--- config.mk ---
export PLATFORM = sky130hd
export DESIGN_NAME = fws_dist
export DESIGN_NICKNAME = d
export VERILOG_FILES = /design/src/hdl/fws_pkg.sv /design/src/hdl/fws_dist.sv
export SDC_FILE = /design/constraint.sdc
export NUM_CORES = 1
export LEC_CHECK = 0
export CORE_MARGIN = 3
export CORE_UTILIZATION = 60
export DETAILED_ROUTE_END_ITERATION = 10
export DONT_BUFFER_PORTS = 1
export GPL_ROUTABILITY_DRIVEN = 0
export PLACE_DENSITY = 0.75
export SYNTH_ARGS = -nofsm -noshare
export SYNTH_HDL_FRONTEND = slang
export SYNTH_SLANG_ARGS = --single-unit
--- constraint.sdc ---
create_clock -name i_clk -period 18.18 [get_ports i_clk]
set_input_delay 0.909 -clock i_clk [delete_from_list [all_inputs] [get_ports i_clk]]
set_output_delay 0.909 -clock i_clk [all_outputs]
set_load 0.01 [all_outputs]
--- src/hdl/fws_pkg.sv ---
// Shared types and codes of the formation waypoint sequencer.
`default_nettype none
package fws_pkg;

    // Item kinds carried on the input tuser
    typedef enum logic [1:0] {
        FUNC_LOAD = 2'd0,
        FUNC_POS  = 2'd1,
        FUNC_TICK = 2'd2,
        FUNC_NONE = 2'd3
    } t_func;

    // Configuration register indexes
    typedef enum logic [1:0] {
        CFG_VEHICLE_COUNT  = 2'd0,
        CFG_WAYPOINT_COUNT = 2'd1,
        CFG_TOLERANCE      = 2'd2,
        CFG_UNUSED         = 2'd3
    } t_cfg_reg;

    localparam int VCNT_W = 4;
    localparam int WCNT_W = 5;
    localparam int TOL_W  = 16;
    localparam int FVEH_W = 3;
    localparam int FWP_W  = 4;

    localparam logic [VCNT_W-1:0] VCNT_RESET = 4'd1;
    localparam logic [WCNT_W-1:0] WCNT_RESET = 5'd1;
    localparam logic [TOL_W-1:0]  TOL_RESET  = 16'd128;

    // Coordinate axis handled by the distance unit in one pass
    typedef enum logic [1:0] {
        AXIS_X = 2'd0,
        AXIS_Y = 2'd1,
        AXIS_Z = 2'd2,
        AXIS_NONE = 2'd3
    } t_axis;

    // Sequencer commands to the distance unit
    typedef struct packed {
        logic  clr;
        logic  tol_load;
        logic  diff_en;
        logic  mul_en;
        logic  acc_en;
        t_axis axis;
    } t_dist_ctl;

    // Sequencer states
    typedef enum logic [9:0] {
        ST_IDLE  = 10'b00_0000_0001,
        ST_TOL   = 10'b00_0000_0010,
        ST_CRD   = 10'b00_0000_0100,
        ST_DIFF  = 10'b00_0000_1000,
        ST_MUL   = 10'b00_0001_0000,
        ST_ACC   = 10'b00_0010_0000,
        ST_CMP   = 10'b00_0100_0000,
        ST_ERD   = 10'b00_1000_0000,
        ST_ELD   = 10'b01_0000_0000,
        ST_EWAIT = 10'b10_0000_0000
    } t_state;

endpackage
`default_nettype wire

--- src/hdl/fws_dist.sv ---
// Shared distance unit: per-axis absolute difference, one squarer, accumulator.
`default_nettype none
module fws_dist #(
    parameter int COORD_BITS = 24
) (
    input  wire logic                      i_clk,
    input  wire fws_pkg::t_dist_ctl        i_ctl,
    input  wire logic [3*COORD_BITS-1:0]   i_pos,
    input  wire logic [3*COORD_BITS-1:0]   i_tgt,
    input  wire logic [fws_pkg::TOL_W-1:0] i_tol,
    output logic                           o_arrived
);
    import fws_pkg::*;

    localparam int CB = COORD_BITS;

    logic signed [CB-1:0] w_p;
    logic signed [CB-1:0] w_t;
    logic signed [CB:0]   w_diff;
    logic        [CB:0]   w_abs;
    logic        [15:0]   w_op;
    logic        [31:0]   w_prod;

    logic [15:0] r_d;
    logic        r_over;
    logic [31:0] r_sq;
    logic [31:0] r_tol2;
    logic [33:0] r_acc;

    // Select the axis under test
    always_comb begin
        unique case (i_ctl.axis)
            AXIS_X: begin
                w_p = i_pos[0 +: CB];
                w_t = i_tgt[0 +: CB];
            end
            AXIS_Y: begin
                w_p = i_pos[CB +: CB];
                w_t = i_tgt[CB +: CB];
            end
            default: begin
                w_p = i_pos[2*CB +: CB];
                w_t = i_tgt[2*CB +: CB];
            end
        endcase
    end

    assign w_diff = (CB+1)'(w_p) - (CB+1)'(w_t);
    assign w_abs  = w_diff[CB] ? (CB+1)'(-w_diff) : (CB+1)'(w_diff);

    // One squarer shared by the tolerance and every axis
    assign w_op   = i_ctl.tol_load ? i_tol : r_d;
    assign w_prod = 32'(w_op) * 32'(w_op);

    // Difference stage; any difference of 65536 or more fails the vehicle
    always_ff @(posedge i_clk) begin
        if (i_ctl.clr) begin
            r_over <= 1'b0;
        end else if (i_ctl.diff_en) begin
            r_over <= r_over | (|w_abs[CB:16]);
        end
        if (i_ctl.diff_en) begin
            r_d <= w_abs[15:0];
        end
    end

    // Square and accumulate
    always_ff @(posedge i_clk) begin
        if (i_ctl.tol_load) begin
            r_tol2 <= w_prod;
        end
        if (i_ctl.mul_en) begin
            r_sq <= w_prod;
        end
        if (i_ctl.clr) begin
            r_acc <= '0;
        end else if (i_ctl.acc_en) begin
            r_acc <= r_acc + {2'b00, r_sq};
        end
    end

    assign o_arrived = !r_over && (r_acc < {2'b00, r_tol2});
endmodule
`default_nettype wire

==> run summary, run 1 <==
Synth Area in XOR/XNOR - 0.0475
Worst path slowest cell - mux2i_1
f_max - 123 MHz
Routed WL per cell - 18.1 um
Post-Synth Simple-Gate Area - 0.126
initial antenna violation count - 3
FF/Latch Area - 0.00304 mm^2
Inserted Clock Buffers - 17
top cells by count, synth - 303 x inv_1, 184 x nor2_1, 183 x ha_1
placed cell count - 2072
synth unique cells - 70
Worst EP required - 18420 ps
row count - 58
synth top area cells - fa_1 21%, edfxtp_1 15%, ha_1 14%
die height - 169 um
worst-margin pin slew - 1120 ps
RSZ-0062 raised after global routing - no
top cell type's share of synthesized area - 0.208
main combinational cell family by area after synthesis - adder cells
Setup-failing EPs final - 0
post-CTS setup buffers - 0
Final Max Tran Viols - 0
detailed-route via count - 12400
drt first pass iters - 5
area occupied by multi-input gates - 0.0115 mm^2
dpl ws - 9810 ps
Synth async-reset ratio - 0
area of the die - 0.0284 mm^2
worst-path fanout max - 50
CTS Sinks - 113
clk root buf - clkbuf_16
worst hold path class - reg2reg
Tcrit/Tclk final - 0.446
Crit path arrival time - 8350 ps
Max-Cap Viols - 0
endpoints failing hold - 0
largest net degree at the start of global routing - 97
Final #Nets - 2277
final WL - 38100 um
Rel. slew slack - 0.246
design area - 0.0167 mm^2
HPWL Detailed - 31100 um
CP most frequent cell - fa_1
syn nets - 2294
H-tree depth - 4
TritonCTS clock tree - built
fin worst setup slack - 10060 ps
drt initial violations - 945
Area Overhead vs Synth - 5.67%
first-pass GRT wire length - 62500 um
Worst setup EP type - register
filler cell count - 2092
share of cells above drive strength 1 - 0.0400
number of flops mapped to enable cells by yosys - 78
most frequent cell after synthesis - inv_1
Synth Warn # - 0
minimum clock period - 8120 ps
clock skew - 15.7 ps
predominant post-synthesis flop cell - edfxtp_1
port bufs - 0
core area - 0.0255 mm^2
GRT Total Usage - 0.272
mux share of post-synthesis cell area - 0.0619
register area share after synthesis - 0.192
Yosys top cell by area - fa_1
setup TNS - 0 ps
Antenna Cells - 0
syn_area_per_cell - 8.91 um^2
kind of critical path - in2reg
Top Family by Delay on Critical Path - adder cells
Starting Density - 0.620
Syn Inst Count - 1778
vias in the first global route - 12500
Post-DP Area - 0.0161 mm^2
status - finished, final reports clean
clk slew on worst S/H paths - 60 ps
Adder-Cell Fraction of Synth Area - 0.353
residual DRC count - 0
drt via density - 5.90
cts repair resizes - 0
chip width - 169 um
clk_lat worst skew - 430 ps
hold_buf cts - 0
Final ANT Viol Nets - 0
synthesized flop and latch total - 113
clk buf depth - 2
CP Launch Type - input pin
Remaining Overflow, GRT - 0
Synth Area in Compound Gates - 0.135
mapped cell area - 0.0158 mm^2
IO Count - 169
Worst Path Buf+Inv - 6
Max stage delay on crit path - 800 ps
fin cells - 2104
==> cell families after synthesis <==
logic type / after synthesis
AO/OA/AOI/OAI: 327
XOR/XNOR: 86
adder cells (fa/ha/maj): 348
buffers and inverters: 354
flip-flops: 113
multiplexers: 97
AND/OR/NAND/NOR: 453
==> tightest hold or removal path, delay by kind of cell, from the launching register on <==
kind / cells / cell delay [ps]
flops: 1 / 340
simple gates: 1 / 80
compound gates: 1 / 50
==> layout make-up <==
cell class | instances | area share
Clock buffer | 19 | 0.0271
Clock inverter | 13 | 0.00874
Inverter | 310 | 0.0695
Multi-Input combinational cell | 1311 | 0.685
Sequential cell | 113 | 0.182
Tap cell | 330 | 0.0247
Timing Repair Buffer | 8 | 0.00359
==> state kept, by name, summed over array words and instances, names as in the netlist <==
name / count
r_tol2: 31
r_d: 16
r_acc: 34
r_sq: 31
r_over: 1
==> metal layers <==
metal,wire length (um),part of all wire,GRT usage
met3,2990,0.078,0.0689
met5,34,0.00089,0
met1,17100,0.45,0.384
met4,587,0.015,0.0548
met2,17300,0.46,0.431
==> worst paths after layout <==
check	start	end	slack (ps)	cells past startpoint
setup reg to reg	r_d[2]	r_sq[31]	10280	26
setup / recovery	i_ctl[5]	r_sq[31]	10060	26
hold reg to reg	r_acc[22]	r_acc[22]	510	2
hold / removal	r_acc[22]	r_acc[22]	510	2
==> through the flow <==
stage / util / hold slack [ps]
4_1_cts: 0.655 / 507
3_3_place_gp: 0.632 / 491
2_1_floorplan: - / 467
5_1_grt: 0.655 / 526
6_report: 0.655 / 506
3_5_place_dp: 0.632 / 496
==> layout by cell type (no fill, tap or decap), drive strengths merged, types with 15 or more instances in the layout <==
cell    Yosys  layout
mux2i      89      89
inv       304     311
a21oi      94      94
ha        183     183
nor3       25      25
o21a       20      20
edfxtp     78      78
a21o       40      40
xnor2      71      71
fa        165     165
nand2     149     149
o21ai      73      73
dfxtp      35      35
nor2      184     184
xor2       15      15
nand3      22      22
clkbuf     34      19
Power of run 1 is left out: the tool's default activity adds up to more than one toggle a clock period on the data nets, which glitch-free logic cannot reach.
==> inputs of run 2 (changes only) <==
- PLACE_DENSITY: 0.75 -> 0.78
- clock period: 18.18 -> 7.41 ns (I/O delays scaled with it)
==> run 2 against run 1 <==
Against the previous run: clock-buffer cell count decreased by 2; utilization increased by 0.59 points; clock skew is 1.3 ps higher; wire length increased by 2.5%; non-clock buffer count grew 17; cell count is 0.81% higher; die area did not move; register-to-register slack worse by 9900 ps; critical path depth is 2 lower; design area grew 0.90%; setup slack worse by 9700 ps; sequential cell count did not move; largest cell class unchanged.
==> run summary, run 2 (synthesis results as in run 1) <==
kind of critical path - reg2reg (was in2reg)
reg-to-reg critical path endpoint - r_sq[31] (unchanged)
clk slew on worst S/H paths - 70 ps (was 60 ps)
Largest Register - r_acc (unchanged)
worst hold path class - in2reg (was reg2reg)
core area - 0.0255 mm^2 (unchanged)
worst-margin pin slew - 1120 ps (about the same)
Worst setup EP type - register (unchanged)
area of the die - 0.0284 mm^2 (unchanged)
share of cells above drive strength 1 - 0.0497 (was 0.0400)
Hold Crit Depth - 1 (was 2)
HPWL Detailed - 31500 um (was 31100 um)
largest net degree at the start of global routing - 97 (unchanged)
Inserted Clock Buffers - 17 (unchanged)
R2R cell count - 24 (was 26)
R2R Setup Slk - 360 ps (was 10280 ps)
endpoints failing hold - 0 (unchanged)
R2R Path Start - r_d[6] (was r_d[2])
most frequent cells in the layout - 303 x inv_1, 184 x nor2_1, 183 x ha_1 (unchanged)
clock skew - 17.0 ps (was 15.7 ps)
worst hold slack - 11.5 ps (was 506 ps)
fin cells - 2121 (was 2104)
design area - 0.0169 mm^2 (was 0.0167 mm^2)
final WL - 39000 um (was 38100 um)
die height - 169 um (unchanged)
placed cell count - 2083 (was 2072)
Worst EP required - 7660 ps (was 18420 ps)
DR WL met2 - 18600 um (was 17300 um)
Rel. slew slack - 0.246 (about the same)
drt first pass iters - 5 (unchanged)
chip width - 169 um (unchanged)
first-pass GRT wire length - 62700 um (was 62500 um)
drt via density - 5.96 (was 5.90)
most common cell after layout, fill and taps aside - inv_1 (unchanged)
worst-path fanout max - 8 (was 50)
routed metal-1 wirelength - 16700 um (was 17100 um)
Hold Path Sink - r_acc[14] (was r_acc[22])
Antenna Cells - 0 (unchanged)
CP Launch Type - register (was input pin)
Tcrit/Tclk final - 0.951
detailed-route via count - 12600 (was 12400)
f_max - 142 MHz
drt initial violations - 1242 (was 945)
Remaining Overflow, GRT - 0 (unchanged)
Setup-failing EPs final - 0 (unchanged)
initial antenna violation count - 0 (was 3)
clk buf depth - 2 (unchanged)
max FFs per register - 34 (unchanged)
port bufs - 0 (unchanged)
setup TNS - 0 ps (unchanged)
clk_lat worst skew - 440 ps (was 430 ps)
Starting Density - 0.620 (unchanged)
largest registers - r_acc (34), r_sq (31), r_tol2 (31) (unchanged)
RSZ-0062 raised after global routing - no (unchanged)
Max-Cap Viols - 0 (unchanged)
status - finished, final reports clean (unchanged)
TritonCTS clock tree - built (unchanged)
GRT Total Usage - 0.275 (was 0.272)
Final Max Tran Viols - 0 (unchanged)
metal3 WL - 3000 um (was 2990 um)
hold_sp - i_ctl[6] (was r_acc[22])
minimum clock period - 7050 ps
residual DRC count - 0 (unchanged)
row count - 58 (unchanged)
Final #Nets - 2294 (was 2277)
IO Count - 169 (unchanged)
Routed WL per cell - 18.4 um (was 18.1 um)
Final ANT Viol Nets - 0 (unchanged)
clk root buf - clkbuf_16 (unchanged)
vias in the first global route - 12700 (was 12500)
Area Overhead vs Synth - 6.63% (was 5.67%)
Post-DP Area - 0.0162 mm^2 (was 0.0161 mm^2)
CTS Sinks - 113 (unchanged)
highest metal used - met4 (was met5)
Crit path arrival time - 7300 ps (was 8350 ps)
H-tree depth - 4 (unchanged)
[run 2: worst max path at each step]
stage | start | endpoint | slack [ps] | cells after the start
4_1_cts | r_d[6] | r_sq[30] | 180 | 23
2_1_floorplan | i_ctl[5] | r_sq[31] | 70 | 27
5_1_grt | r_d[6] | r_sq[31] | 70 | 24
3_5_place_dp | i_ctl[5] | r_sq[30] | 160 | 23
3_3_place_gp | i_ctl[5] | r_sq[31] | 460 | 24
6_report | r_d[6] | r_sq[31] | 360 | 24
[run 2: layout make-up]
type                       count  area, um^2
fill                        2007        8650
inverter                     310        1170
clock inverter                15         169
timing repair buffer          25         193
sequential                   113        3040
tap                          330         413
clock buffer                  17         425
multi-input combinational   1311       11500
[run 2: per-layer routing]
layer,vias up,track usage
met2,558,0.462
li1,5953,-
met1,6068,0.373
met4,0,0.0619
met3,68,0.0502
met5,-,0
[run 2: per-stage QoR]
step | util | worst slack (ps)
finish | 0.661 | 360
global route | 0.661 | 71.3
CTS | 0.659 | 177
detailed placement | 0.635 | 162
global placement | 0.635 | 458
floorplan | - | 68.1
[run 2: critical path: stages, from the launching register on]
cell        delay (ps)
edfxtp_1           420
mux2i_4            350
clkinvlp_4         250
buf_4              170
nand2_1             70
fa_1               470
fa_1               560
inv_1               60
fa_1               540
fa_1               440
fa_1               560
inv_1               60
fa_1               530
inv_1               40
ha_1               350
a21o_1             200
a21o_1             170
a21oi_1            130
nand2_1             80
o21a_1             230
o31a_1             300
o211ai_1           250
nand3_1            140
a2111o_1           380
o211ai_1           120
[run 2: repair_timing]
action | in CTS | in global routing
resized for setup | 0 | 3
buffers inserted | 0 | 4
endpoints found under the setup margin | 0 | 8
endpoints found under the hold margin | 23 | 0
hold buffers | 2 | 0
Power of run 2 is left out for the same reason.
